$ cat config.mk
export PLATFORM = sky130hd
export DESIGN_NAME = cpu_bus_cycle_decoder
export DESIGN_NICKNAME = d
export VERILOG_FILES = /design/src/cbd_pkg.sv /design/src/cbd_front.sv /design/src/cbd_queue.sv /design/src/cbd_back.sv /design/src/cpu_bus_cycle_decoder.sv
export SDC_FILE = /design/constraint.sdc
export NUM_CORES = 1
export LEC_CHECK = 0
export BUFFER_PORTS_ARGS = -buffer_cell sky130_fd_sc_hd__buf_2
export CAP_MARGIN = 40
export CORE_MARGIN = 4
export CORE_UTILIZATION = 45
export DETAILED_ROUTE_END_ITERATION = 8
export SETUP_SLACK_MARGIN = 0.5
export SLEW_MARGIN = 10
export SYNTH_ARGS = -nofsm -noshare
export SYNTH_HDL_FRONTEND = slang
export SYNTH_HIERARCHICAL = 1
export SYNTH_SLANG_ARGS = --single-unit
$ cat constraint.sdc
create_clock -name clk -period 7.7 [get_ports clk]
set_input_delay 0.385 -clock clk [delete_from_list [all_inputs] [get_ports clk]]
set_output_delay 0.385 -clock clk [all_outputs]
set_load 0.005 [all_outputs]
$ cat src/cbd_pkg.sv
// Shared types and constants for the bus cycle decoder.
// Used by cbd_front, cbd_queue, cbd_back and cpu_bus_cycle_decoder; no dependencies.
package cbd_pkg;

    localparam int QDEPTH  = 4;
    localparam int QPTR_W  = $clog2(QDEPTH);
    localparam int QCNT_W  = $clog2(QDEPTH + 1);

    typedef enum logic [2:0] {
        KIND_RESET = 3'd0,
        KIND_FETCH = 3'd1,
        KIND_MRD   = 3'd2,
        KIND_MWR   = 3'd3,
        KIND_IORD  = 3'd4,
        KIND_IOWR  = 3'd5,
        KIND_INTA  = 3'd6
    } kind_t;

    // What a sample means if it is taken as the second T-state.
    typedef enum logic [2:0] {
        T2_IDLE  = 3'd0,
        T2_FETCH = 3'd1,
        T2_INTA  = 3'd2,
        T2_MRD   = 3'd3,
        T2_MWR   = 3'd4,
        T2_IORD  = 3'd5,
        T2_IOWR  = 3'd6
    } t2_class_t;

    typedef enum logic [19:0] {
        PH_SYNC    = 20'h00001,
        PH_IDLE    = 20'h00002,
        PH_START   = 20'h00004,
        PH_RESET   = 20'h00008,
        PH_M1_WAIT = 20'h00010,
        PH_M1_T3   = 20'h00020,
        PH_M1_T4   = 20'h00040,
        PH_MR_WAIT = 20'h00080,
        PH_MR_T3   = 20'h00100,
        PH_MW_WAIT = 20'h00200,
        PH_MW_T3   = 20'h00400,
        PH_IR_TW   = 20'h00800,
        PH_IR_T3   = 20'h01000,
        PH_IW_TW   = 20'h02000,
        PH_IW_T3   = 20'h04000,
        PH_IA_TW1  = 20'h08000,
        PH_IA_TW2  = 20'h10000,
        PH_IA_TW   = 20'h20000,
        PH_IA_T3   = 20'h40000,
        PH_IA_T4   = 20'h80000
    } phase_t;

    // One classified bus sample, active-high flags.
    typedef struct packed {
        logic [15:0] addr;
        logic [7:0]  data;
        t2_class_t   t2_class;
        logic        sync_hit;
        logic        req_any;
        logic        waitreq;
        logic        halt;
        logic        irq;
        logic        rst;
    } sample_t;

endpackage

$ cat src/cbd_front.sv
// Front end: turns raw active-low bus pins into a classified sample.
// Depends on cbd_pkg.
module cbd_front
    import cbd_pkg::*;
(
    input  logic [15:0] address,
    input  logic [7:0]  data,
    input  logic        m1_n,
    input  logic        mreq_n,
    input  logic        iorq_n,
    input  logic        rd_n,
    input  logic        wr_n,
    input  logic        halt_n,
    input  logic        wait_n,
    input  logic        int_n,
    input  logic        reset_n,
    output sample_t     sample
);

    logic m1;
    logic mreq;
    logic iorq;
    logic rd;
    logic wr;

    assign m1   = ~m1_n;
    assign mreq = ~mreq_n;
    assign iorq = ~iorq_n;
    assign rd   = ~rd_n;
    assign wr   = ~wr_n;

    always_comb
    begin
        sample.addr     = address;
        sample.data     = data;
        sample.sync_hit = m1 & mreq;
        sample.req_any  = mreq | iorq;
        sample.waitreq  = ~wait_n;
        sample.halt     = ~halt_n;
        sample.irq      = ~int_n;
        sample.rst      = ~reset_n;
        // Memory request wins over I/O request, and read over write.
        priority if (m1)
        begin
            sample.t2_class = mreq ? T2_FETCH : T2_INTA;
        end
        else if (mreq)
        begin
            sample.t2_class = rd ? T2_MRD : (wr ? T2_MWR : T2_IDLE);
        end
        else if (iorq)
        begin
            sample.t2_class = rd ? T2_IORD : (wr ? T2_IOWR : T2_IDLE);
        end
        else
        begin
            sample.t2_class = T2_IDLE;
        end
    end

endmodule

$ cat src/cbd_queue.sv
// Short first-in first-out queue of classified samples between front and back.
// Depends on cbd_pkg.
module cbd_queue
    import cbd_pkg::*;
(
    input  logic    clk,
    input  logic    rst_n,
    input  logic    push,
    input  sample_t push_data,
    input  logic    pop,
    output sample_t head,
    output logic    not_empty,
    output logic    full
);

    sample_t            entry_reg [QDEPTH];
    logic [QPTR_W-1:0]  wr_ptr_reg;
    logic [QPTR_W-1:0]  rd_ptr_reg;
    logic [QCNT_W-1:0]  count_reg;
    logic [QPTR_W-1:0]  wr_ptr_next;
    logic [QPTR_W-1:0]  rd_ptr_next;
    logic [QCNT_W-1:0]  count_next;

    assign head      = entry_reg[rd_ptr_reg];
    assign not_empty = (count_reg != '0);
    assign full      = (count_reg == QCNT_W'(QDEPTH));

    always_comb
    begin
        wr_ptr_next = wr_ptr_reg;
        rd_ptr_next = rd_ptr_reg;
        count_next  = count_reg;
        if (push)
        begin
            wr_ptr_next = (wr_ptr_reg == QPTR_W'(QDEPTH - 1)) ? '0 : wr_ptr_reg + 1'b1;
        end
        if (pop)
        begin
            rd_ptr_next = (rd_ptr_reg == QPTR_W'(QDEPTH - 1)) ? '0 : rd_ptr_reg + 1'b1;
        end
        if (push && !pop)
        begin
            count_next = count_reg + 1'b1;
        end
        else if (pop && !push)
        begin
            count_next = count_reg - 1'b1;
        end
    end

    always_ff @(posedge clk or negedge rst_n)
    begin
        if (!rst_n)
        begin
            wr_ptr_reg <= '0;
            rd_ptr_reg <= '0;
            count_reg  <= '0;
        end
        else
        begin
            wr_ptr_reg <= wr_ptr_next;
            rd_ptr_reg <= rd_ptr_next;
            count_reg  <= count_next;
        end
    end

    always_ff @(posedge clk)
    begin
        if (push)
        begin
            entry_reg[wr_ptr_reg] <= push_data;
        end
    end

endmodule

$ cat src/cbd_back.sv
// Back end: T-state tracker that consumes classified samples and emits cycle records.
// Depends on cbd_pkg; records leave through an output register.
module cbd_back
    import cbd_pkg::*;
(
    input  logic        clk,
    input  logic        rst_n,
    input  sample_t     head,
    input  logic        head_valid,
    output logic        pop,
    output logic        out_valid,
    input  logic        out_ready,
    output logic [2:0]  cycle_kind,
    output logic [15:0] cycle_address,
    output logic [7:0]  cycle_data,
    output logic [7:0]  waits,
    output logic        halted,
    output logic        irq_pending
);

    phase_t      phase_reg;
    phase_t      phase_next;
    logic [15:0] held_address_reg;
    logic [15:0] held_address_next;
    logic [7:0]  held_data_reg;
    logic [7:0]  held_data_next;
    logic [7:0]  wait_tally_reg;
    logic [7:0]  wait_tally_next;
    logic        held_halt_reg;
    logic        held_halt_next;
    logic        held_irq_reg;
    logic        held_irq_next;
    logic        emit;
    kind_t       emit_kind;

    logic        out_valid_reg;
    kind_t       out_kind_reg;
    logic [15:0] out_address_reg;
    logic [7:0]  out_data_reg;
    logic [7:0]  out_waits_reg;
    logic        out_halt_reg;
    logic        out_irq_reg;

    logic [7:0]  tally_inc;

    // A sample is taken whenever the output register can absorb a possible record.
    assign pop       = head_valid && (!out_valid_reg || out_ready);
    assign tally_inc = wait_tally_reg + 8'd1;

    always_comb
    begin
        phase_next        = phase_reg;
        held_address_next = held_address_reg;
        held_data_next    = held_data_reg;
        wait_tally_next   = wait_tally_reg;
        held_halt_next    = held_halt_reg;
        held_irq_next     = held_irq_reg;
        emit              = 1'b0;
        emit_kind         = KIND_RESET;

        // Second T-state decision, shared by the idle, start and sync edges.
        if ((phase_reg == PH_START)
            || (phase_reg == PH_IDLE && !head.rst && head.req_any)
            || (phase_reg == PH_SYNC && !head.rst && head.sync_hit))
        begin
            held_address_next = head.addr;
            held_halt_next    = head.halt;
            wait_tally_next   = '0;
            held_data_next    = ((head.t2_class == T2_MWR) || (head.t2_class == T2_IOWR))
                                ? head.data : 8'd0;
        end

        unique case (phase_reg)
            PH_SYNC:
            begin
                if (head.rst)
                begin
                    phase_next = PH_RESET;
                end
                else if (head.sync_hit)
                begin
                    phase_next = head.waitreq ? PH_M1_WAIT : PH_M1_T3;
                end
            end
            PH_IDLE, PH_START:
            begin
                if (phase_reg == PH_IDLE && head.rst)
                begin
                    phase_next = PH_RESET;
                end
                else if (phase_reg == PH_IDLE && !head.req_any)
                begin
                    phase_next = PH_START;
                end
                else
                begin
                    unique case (head.t2_class)
                        T2_FETCH: phase_next = head.waitreq ? PH_M1_WAIT : PH_M1_T3;
                        T2_INTA:  phase_next = PH_IA_TW1;
                        T2_MRD:   phase_next = head.waitreq ? PH_MR_WAIT : PH_MR_T3;
                        T2_MWR:   phase_next = head.waitreq ? PH_MW_WAIT : PH_MW_T3;
                        T2_IORD:  phase_next = PH_IR_TW;
                        T2_IOWR:  phase_next = PH_IW_TW;
                        default:  phase_next = PH_IDLE;
                    endcase
                end
            end
            PH_RESET:
            begin
                if (!head.rst)
                begin
                    held_address_next = '0;
                    held_data_next    = '0;
                    wait_tally_next   = '0;
                    held_halt_next    = 1'b0;
                    held_irq_next     = 1'b0;
                    phase_next        = PH_SYNC;
                    emit              = 1'b1;
                    emit_kind         = KIND_RESET;
                end
            end
            PH_M1_WAIT:
            begin
                wait_tally_next = tally_inc;
                if (!head.waitreq)
                begin
                    phase_next = PH_M1_T3;
                end
            end
            PH_M1_T3:
            begin
                held_data_next = head.data;
                phase_next     = PH_M1_T4;
            end
            PH_M1_T4:
            begin
                held_irq_next = head.irq;
                phase_next    = PH_IDLE;
                emit          = 1'b1;
                emit_kind     = KIND_FETCH;
            end
            PH_MR_WAIT:
            begin
                wait_tally_next = tally_inc;
                if (!head.waitreq)
                begin
                    phase_next = PH_MR_T3;
                end
            end
            PH_MR_T3:
            begin
                held_data_next = head.data;
                phase_next     = PH_IDLE;
                emit           = 1'b1;
                emit_kind      = KIND_MRD;
            end
            PH_MW_WAIT:
            begin
                wait_tally_next = tally_inc;
                if (!head.waitreq)
                begin
                    phase_next = PH_MW_T3;
                end
            end
            PH_MW_T3:
            begin
                phase_next = PH_IDLE;
                emit       = 1'b1;
                emit_kind  = KIND_MWR;
            end
            PH_IR_TW:
            begin
                wait_tally_next = tally_inc;
                if (!head.waitreq)
                begin
                    phase_next = PH_IR_T3;
                end
            end
            PH_IR_T3:
            begin
                held_data_next = head.data;
                phase_next     = PH_IDLE;
                emit           = 1'b1;
                emit_kind      = KIND_IORD;
            end
            PH_IW_TW:
            begin
                wait_tally_next = tally_inc;
                if (!head.waitreq)
                begin
                    phase_next = PH_IW_T3;
                end
            end
            PH_IW_T3:
            begin
                phase_next = PH_IDLE;
                emit       = 1'b1;
                emit_kind  = KIND_IOWR;
            end
            PH_IA_TW1:
            begin
                wait_tally_next = tally_inc;
                phase_next      = PH_IA_TW2;
            end
            PH_IA_TW2, PH_IA_TW:
            begin
                wait_tally_next = tally_inc;
                phase_next      = head.waitreq ? PH_IA_TW : PH_IA_T3;
            end
            PH_IA_T3:
            begin
                held_data_next = head.data;
                phase_next     = PH_IA_T4;
            end
            PH_IA_T4:
            begin
                held_irq_next = head.irq;
                phase_next    = PH_IDLE;
                emit          = 1'b1;
                emit_kind     = KIND_INTA;
            end
            default:
            begin
                phase_next = PH_SYNC;
            end
        endcase
    end

    always_ff @(posedge clk or negedge rst_n)
    begin
        if (!rst_n)
        begin
            phase_reg        <= PH_SYNC;
            held_address_reg <= '0;
            held_data_reg    <= '0;
            wait_tally_reg   <= '0;
            held_halt_reg    <= 1'b0;
            held_irq_reg     <= 1'b0;
            out_valid_reg    <= 1'b0;
        end
        else
        begin
            if (pop)
            begin
                phase_reg        <= phase_next;
                held_address_reg <= held_address_next;
                held_data_reg    <= held_data_next;
                wait_tally_reg   <= wait_tally_next;
                held_halt_reg    <= held_halt_next;
                held_irq_reg     <= held_irq_next;
            end
            if (pop && emit)
            begin
                out_valid_reg <= 1'b1;
            end
            else if (out_ready)
            begin
                out_valid_reg <= 1'b0;
            end
        end
    end

    // The record carries the held values as they stand after this sample.
    always_ff @(posedge clk)
    begin
        if (pop && emit)
        begin
            out_kind_reg    <= emit_kind;
            out_address_reg <= held_address_next;
            out_data_reg    <= held_data_next;
            out_waits_reg   <= wait_tally_next;
            out_halt_reg    <= held_halt_next;
            out_irq_reg     <= held_irq_next;
        end
    end

    assign out_valid     = out_valid_reg;
    assign cycle_kind    = out_kind_reg;
    assign cycle_address = out_address_reg;
    assign cycle_data    = out_data_reg;
    assign waits         = out_waits_reg;
    assign halted        = out_halt_reg;
    assign irq_pending   = out_irq_reg;

    a_reset_release: assert property (@(posedge clk) disable iff (!rst_n)
        pop && phase_reg == PH_RESET && !head.rst
        |=> phase_reg == PH_SYNC && wait_tally_reg == 8'd0 && !held_irq_reg)
        else $error("reset release did not return to sync hunting with cleared state");

    a_reset_record: assert property (@(posedge clk) disable iff (!rst_n)
        out_valid_reg && out_kind_reg == KIND_RESET
        |-> out_address_reg == 16'd0 && out_data_reg == 8'd0 && out_waits_reg == 8'd0)
        else $error("reset record carries nonzero fields");

    a_inta_auto_wait: assert property (@(posedge clk) disable iff (!rst_n)
        pop && phase_reg == PH_IA_TW1 |=> phase_reg == PH_IA_TW2 && wait_tally_reg == 8'd1)
        else $error("interrupt acknowledge skipped its automatic waits");

endmodule

$ cat src/cpu_bus_cycle_decoder.sv
// A sample that completes a bus cycle yields its record through the queue stage and then
// the output register; the record waits longer if the output side stalls.
// Throughput: one bus sample per clock while out_ready keeps up, set by the tracker popping the queue.
// A 4-entry sample queue lets the input side run on while the record output is stalled.
// Reset: rst_n clears the queue, drops out_valid and puts the tracker in sync hunting
// with all held values zero.
module cpu_bus_cycle_decoder
    import cbd_pkg::*;
(
    input  logic        clk,
    input  logic        rst_n,
    input  logic        in_valid,
    output logic        in_ready,
    input  logic [15:0] address,
    input  logic [7:0]  data,
    input  logic        m1_n,
    input  logic        mreq_n,
    input  logic        iorq_n,
    input  logic        rd_n,
    input  logic        wr_n,
    input  logic        halt_n,
    input  logic        wait_n,
    input  logic        int_n,
    input  logic        reset_n,
    output logic        out_valid,
    input  logic        out_ready,
    output logic [2:0]  cycle_kind,
    output logic [15:0] cycle_address,
    output logic [7:0]  cycle_data,
    output logic [7:0]  waits,
    output logic        halted,
    output logic        irq_pending
);

    sample_t sample;
    sample_t head;
    logic    q_not_empty;
    logic    q_full;
    logic    q_pop;

    assign in_ready = ~q_full;

    cbd_front u_front (
        .address (address),
        .data    (data),
        .m1_n    (m1_n),
        .mreq_n  (mreq_n),
        .iorq_n  (iorq_n),
        .rd_n    (rd_n),
        .wr_n    (wr_n),
        .halt_n  (halt_n),
        .wait_n  (wait_n),
        .int_n   (int_n),
        .reset_n (reset_n),
        .sample  (sample)
    );

    cbd_queue u_queue (
        .clk       (clk),
        .rst_n     (rst_n),
        .push      (in_valid && in_ready),
        .push_data (sample),
        .pop       (q_pop),
        .head      (head),
        .not_empty (q_not_empty),
        .full      (q_full)
    );

    cbd_back u_back (
        .clk           (clk),
        .rst_n         (rst_n),
        .head          (head),
        .head_valid    (q_not_empty),
        .pop           (q_pop),
        .out_valid     (out_valid),
        .out_ready     (out_ready),
        .cycle_kind    (cycle_kind),
        .cycle_address (cycle_address),
        .cycle_data    (cycle_data),
        .waits         (waits),
        .halted        (halted),
        .irq_pending   (irq_pending)
    );

endmodule
==> metrics.txt, run 1 <==
ranking of synthesized cells by area edfxtp_1 (49%), dfrtp_1 (15%), mux4_2 (6.1%); Largest register FFs 132; hold_sp address[11]; clock root buffer master clkbuf_16; syn_area_per_cell 14.0 sq um; CTS Buf Count 25; HPWL Detailed 13.9 mm; core area 22600 sq um; Seq pwr share 0.418; headroom to the max-slew limit 0.385; CTS tree done; worst-path fanout max 20; area fraction of the dominant cell type after synthesis 0.490; Initial Util 0.457; First-pass DRT Iterations 5; RSZ-0062 raised after global routing no; Internal Pwr Total 2830 uW; row count 55; grt ovf 0; synth warn 6; Hold Path Depth 1; sw frac 0.342; antenna violations before repair 0; Peak VDD IR 0.211 mV; First DRT Iteration DRCs 448; Gate Count Post-Synth 738; Gate power share 0.333; GPL Wtd Cong 0.917; count leader, synth edfxtp_1; Top FF cell, synth edfxtp_1; Max Clk Rate 0.268 GHz; period utilization 0.485; vias per inst 5.61; met2 Use GR 0.273; synth cell count leaders edfxtp_1 (169), nand2_1 (106), dfrtp_1 (61); Die Wd 160 um; PortBufs 75; ANT cells 0; CP startpoint kind flop; setup tns final 0 ns; ANT nets after route 0; worst flop-to-flop path startpoint u_queue/count_reg[0]; final hold vios 0; leakage power 0.00438 uW; Worst Hold End u_queue/entry_reg[3][28]; total power 4300 uW; Clock Path Buffers 3; worst setup path class reg -> reg; Slew @ Worst Pin 0.916 ns; Max Cap Viol 0; crit path time final 3.74 ns; worst hold-check path type in -> reg; GRT Resource Usage Total 0.166; switching power total 1470 uW; Clk network pwr share 0.249; busiest layer in global routing met2; Setup violations, final 0; Final Skew 0.0165 ns; sequential fraction of the synthesis area 0.640; number of synthesized flops with an enable pin 169; number of global-route vias before repair 6173; max-slew violations 0; largest net degree at the start of global routing 63; area grow syn2layout 11.6%; Worst Path Arrival 4.14 ns; Synthesized Nets 783; PnR worst setup slack 3.96 ns; pre-CTS setup slack 3.97 ns; die height 160 um; first-pass GRT wire length 34.1 mm; R2R Setup Slk 3.96 ns; Synth cell types 73; DIE AREA 25500 sq um; CTS H-tree depth 1; pwr/cell area 372 nW/um^2; Routed WL 21.2 mm; final hold slack 0.0684 ns; Worst-Skew Late Latency 0.53 ns; synthesis-stage register bit count 231; wire per inst 19.3 um; final design utilization 0.510; status completed; CP Capture Type flop; fin nets 839; Clock Pin Slew Worst Setup and Hold Paths 0.06 ns; worst flop-to-flop path endpoint u_back/phase_reg[12]; critical path required time 8.10 ns; biggest area consumer among synthesized cells edfxtp_1; Post-route DRC 0; IO Count 76; Syn Std Cell Area 10400 sq um; reg2reg path depth 7; Post-synth ARST share 0.268; vias 6155; met1 Resource Use GR 0.234; met3 usage 0.0268; Num Clock Sinks 231; share of cells above drive strength 1 0.233
-- power groups by stage --
| stage | sequential [uW] | combinational [uW] | clock (uW) |
|---|---|---|---|
| finish | 1800 | 1430 | 1070 |
| global route | 1830 | 1590 | 1150 |
| CTS | 1800 | 1440 | 1100 |
| detailed placement | 1820 | 1440 | 0 |
| global placement | 1810 | 1390 | 0 |
| floorplan | 1780 | 1130 | 0 |
-- kinds of logic after synthesis --
family | after synthesis | share of synthesized area
compound gates | 124 | 0.0809
xor+xnor | 10 | 0.00846
fa+ha+maj | 8 | 0.0104
buf+inv | 82 | 0.0477
flops | 231 | 0.640
mux | 46 | 0.0879
simple gates | 237 | 0.124
-- placed cells by master (no fill, tap or decap), types with 7 or more instances in the layout --
| master | Yosys | final |
|---|---|---|
| a21boi_0 | 8 | 8 |
| a21oi_1 | 25 | 25 |
| a22o_1 | 10 | 10 |
| a31o_2 | 8 | 8 |
| buf_2 | 14 | 75 |
| buf_4 | 26 | 10 |
| clkbuf_1 | 13 | 7 |
| clkbuf_16 | 0 | 25 |
| clkinv_1 | 1 | 8 |
| dfrtp_1 | 61 | 60 |
| edfxtp_1 | 169 | 169 |
| ha_1 | 7 | 7 |
| inv_1 | 22 | 22 |
| mux4_2 | 28 | 28 |
| nand2_1 | 106 | 106 |
| nand3_1 | 11 | 11 |
| nor2_1 | 35 | 34 |
| nor2b_1 | 7 | 7 |
| nor3_1 | 14 | 13 |
| o21ai_0 | 22 | 22 |
| o21ai_1 | 12 | 12 |
| o22ai_1 | 8 | 8 |
| or4_1 | 7 | 7 |
-- worst max path at each step --
stage,cells past startpoint,slack [ns],from,endpoint
2_1_floorplan,7,3.78,u_queue/rd_ptr_reg[0],u_back/cycle_address[0]
3_3_place_gp,7,4.08,u_queue/count_reg[0],u_back/phase_reg[3]
3_5_place_dp,7,3.97,u_queue/count_reg[0],u_back/phase_reg[11]
4_1_cts,7,3.95,u_queue/count_reg[0],u_back/phase_reg[11]
5_1_grt,7,3.66,u_queue/count_reg[0],u_back/phase_reg[12]
6_report,7,3.96,u_queue/count_reg[0],u_back/phase_reg[12]
-- cell type report --
| class | count | area (sq um) |
|---|---|---|
| tap | 285 | 357 |
| multi-input combinational | 425 | 3240 |
| clock buffer | 32 | 652 |
| inverter | 23 | 86.3 |
| timing repair buffer | 88 | 515 |
| clock inverter | 13 | 73.8 |
| sequential | 231 | 6630 |
| fill | 1910 | 11100 |
-- critical path, stage by stage (launching register included) --
cell	delay [ns]
dfrtp_1	0.43
or3_1	0.44
nand2_1	0.30
clkinv_1	0.56
o21a_1	0.39
o21ai_1	0.54
or2_2	0.57
mux2_1	0.37
-- repair_timing --
action                    CTS  global route
hold endpoints to repair    0             3
hold buffers                0             1
resized for setup           0             0
buffers inserted            0             0
-- stage by stage --
| stage | area [sq um] | std cells |
|---|---|---|
| floorplan | 10400 | 738 |
| global placement | 10800 | 1048 |
| detailed placement | 10800 | 1050 |
| CTS | 11500 | 1095 |
| global route | 11600 | 1097 |
| finish | 11600 | 1097 |
-- per-layer routing --
| metal | vias up | share of wire |
|---|---|---|
| met1 | 3082 | 0.45 |
| li1 | 2886 | - |
| met3 | 39 | 0.043 |
| met2 | 148 | 0.48 |
| met5 | - | 0 |
| met4 | 0 | 0.024 |
No activity file was read; power rests on OpenSTA's default activity.
==> inputs of run 2 (changes only) <==
Clock period 7.7 ns to 3.47 ns, I/O delays scaled along.
==> run 2 against run 1 <==
Worst setup slack worse by 3.3 ns. Power is 130% higher. Register-to-register slack got worse by 3.3 ns. Core utilization increased by 2.3 points. Combinational power is 140% higher. Largest power group unchanged. Clock-buffer cell count rose by 7. Cell count increased by 4.5%. Critical path depth shrank 1. Cell area is 4.4% higher. Critical endpoint is now u_back/waits[2]. Non-clock buffer count increased by 48. Hold slack worse by 0.049 ns.
==> metrics.txt, run 2 (synthesized netlist as in run 1, its figures left out) <==
antenna violations before repair 0 (unchanged); final hold vios 0 (unchanged); row count 55 (unchanged); Clock Path Buffers 3 (unchanged); CTS H-tree depth 1 (unchanged); pwr/cell area 834 nW/um^2 (+120%); clock root buffer master clkbuf_16; fill cell count 1865 (-2.4%); Routed WL 22.2 mm (+5.0%); CTS Buf Count 25 (unchanged); CP startpoint kind flop; Cells after DPL 1063 (+1.2%); Setup violations, final 0 (unchanged); PortBufs 75 (unchanged); worst flop-to-flop path startpoint u_back/phase_reg[12]; Post-route DRC 0 (unchanged); DIE AREA 25500 sq um (unchanged); Worst Setup EP u_back/waits[2]; critical path required time 3.74 ns (-4.36 ns); headroom to the max-slew limit 0.514 (+0.129); RSZ-0062 raised after global routing no; max-slew violations 0 (unchanged); First DRT Iteration DRCs 428 (-4.5%); Initial Util 0.457 (unchanged); Die Wd 160 um (unchanged); vias 6436 (+4.6%); most common cell after layout, fill and taps aside edfxtp_1; reg2reg path depth 6 (-1); CTS tree done; die height 160 um (unchanged); number of global-route vias before repair 6354 (+2.9%); HPWL Detailed 14.7 mm (+5.7%); final hold slack 0.0196 ns (-0.0488 ns); area grow syn2layout 16.6%; worst-path fanout max 8 (-60%); IO Count 76 (unchanged); setup tns final 0 ns (unchanged); ANT nets after route 0 (unchanged); share of cells above drive strength 1 0.253 (+0.0204); Worst Path Arrival 3.05 ns (-1.09 ns); grt ovf 0 (unchanged); worst hold-check path type in -> reg; Area after DPL 10900 sq um (+0.72%); GPL Wtd Cong 0.873 (-4.8%); GRT Resource Usage Total 0.173 (+0.00696); Clock Pin Slew Worst Setup and Hold Paths 0.06 ns (about the same); commonest cells after routing, fill and taps aside edfxtp_1 (169), nand2_1 (106), buf_2 (75); Worst-Skew Late Latency 0.53 ns (about the same); post-route insts no fill 1146 (+4.5%); first-pass GRT wire length 35.7 mm (+4.7%); Setup crit start u_back/phase_reg[12]; vias per inst 5.62 (about the same); largest net degree at the start of global routing 34 (-46%); worst setup path class reg -> reg; Peak VDD IR 0.440 mV (+110%); CP Capture Type flop; Max Cap Viol 0 (unchanged); Num Clock Sinks 231 (unchanged); period utilization 0.802 (+0.317); Max Clk Rate 0.359 GHz (+34%); status completed; Largest register FFs 132 (unchanged); First-pass DRT Iterations 5 (unchanged); crit path time final 2.78 ns (-0.954 ns); fin nets 887 (+5.7%); fin area 12100 sq um (+4.4%); core area 22600 sq um (unchanged); leakage power 0.00463 uW (+5.5%); worst flop-to-flop path endpoint u_back/waits[2]; wire per inst 19.4 um (+0.53%); R2R Setup Slk 0.69 ns (-3.28 ns); Slew @ Worst Pin 0.729 ns (-0.187 ns); Final Skew 0.0106 ns (-0.00593 ns); ANT cells 0 (unchanged)
run 2: cell type report:
type,instances,area (sq um),area share
inverters,23,86.3,0.00715
repair buffers,136,913,0.0757
clock buffers,39,698,0.0578
flip-flops and latches,231,6630,0.549
multi-input cells,425,3280,0.272
clock inverters,7,103,0.00850
well taps,285,357,0.0295
run 2: where the power goes:
| group | total (uW) | internal [uW] | switching, uW |
|---|---|---|---|
| Clock | 2580 | 1540 | 1040 |
| Combinational | 3470 | 1440 | 2030 |
| Sequential | 4010 | 3700 | 307 |
run 2: worst min-delay path by stage:
stage                                  to  slack, ns  startpoint  cells after the start
6_report          u_queue/entry_reg[3][4]       0.02      iorq_n                      2
2_1_floorplan  u_back/held_address_reg[0]      -0.12       rst_n                      0
4_1_cts           u_queue/entry_reg[0][4]       0.02      iorq_n                      2
3_3_place_gp         u_back/phase_reg[12]       0.26       rst_n                      1
5_1_grt           u_queue/entry_reg[0][4]       0.04      iorq_n                      2
3_5_place_dp         u_back/phase_reg[19]       0.28       rst_n                      1
run 2: timing repair:
item | CTS | global route
pin swaps | 0 | 3
setup endpoints to repair | 37 | 69
hold buffers | 29 | 0
setup buffers | 1 | 7
hold endpoints to repair | 139 | 0
gates resized for setup | 1 | 10
run 2: layer usage:
| metal | GRT usage | vias up | share of wire |
|---|---|---|---|
| li1 | - | 2975 | - |
| met4 | 0.0465 | 0 | 0.026 |
| met3 | 0.0263 | 46 | 0.061 |
| met5 | 0 | - | 0 |
| met1 | 0.250 | 3181 | 0.44 |
| met2 | 0.278 | 234 | 0.47 |
run 2: through the flow:
stage          setup WS (ns)   util  power (uW)
2_1_floorplan          0.545      -        6460
3_3_place_gp           0.529  0.480        7250
3_5_place_dp           0.479  0.480        7380
4_1_cts                0.543  0.529       10000
5_1_grt                0.531  0.533       10700
6_report               0.687  0.533       10100
run 2: worst max-delay path, cell delays in order (launching register included):
cell and delay (ns):
dfrtp_1 0.49, or4_4 0.67, or4_4 0.53, a21oi_4 0.18, nand3b_4 0.21, or3_1 0.31
o21ai_1 0.13
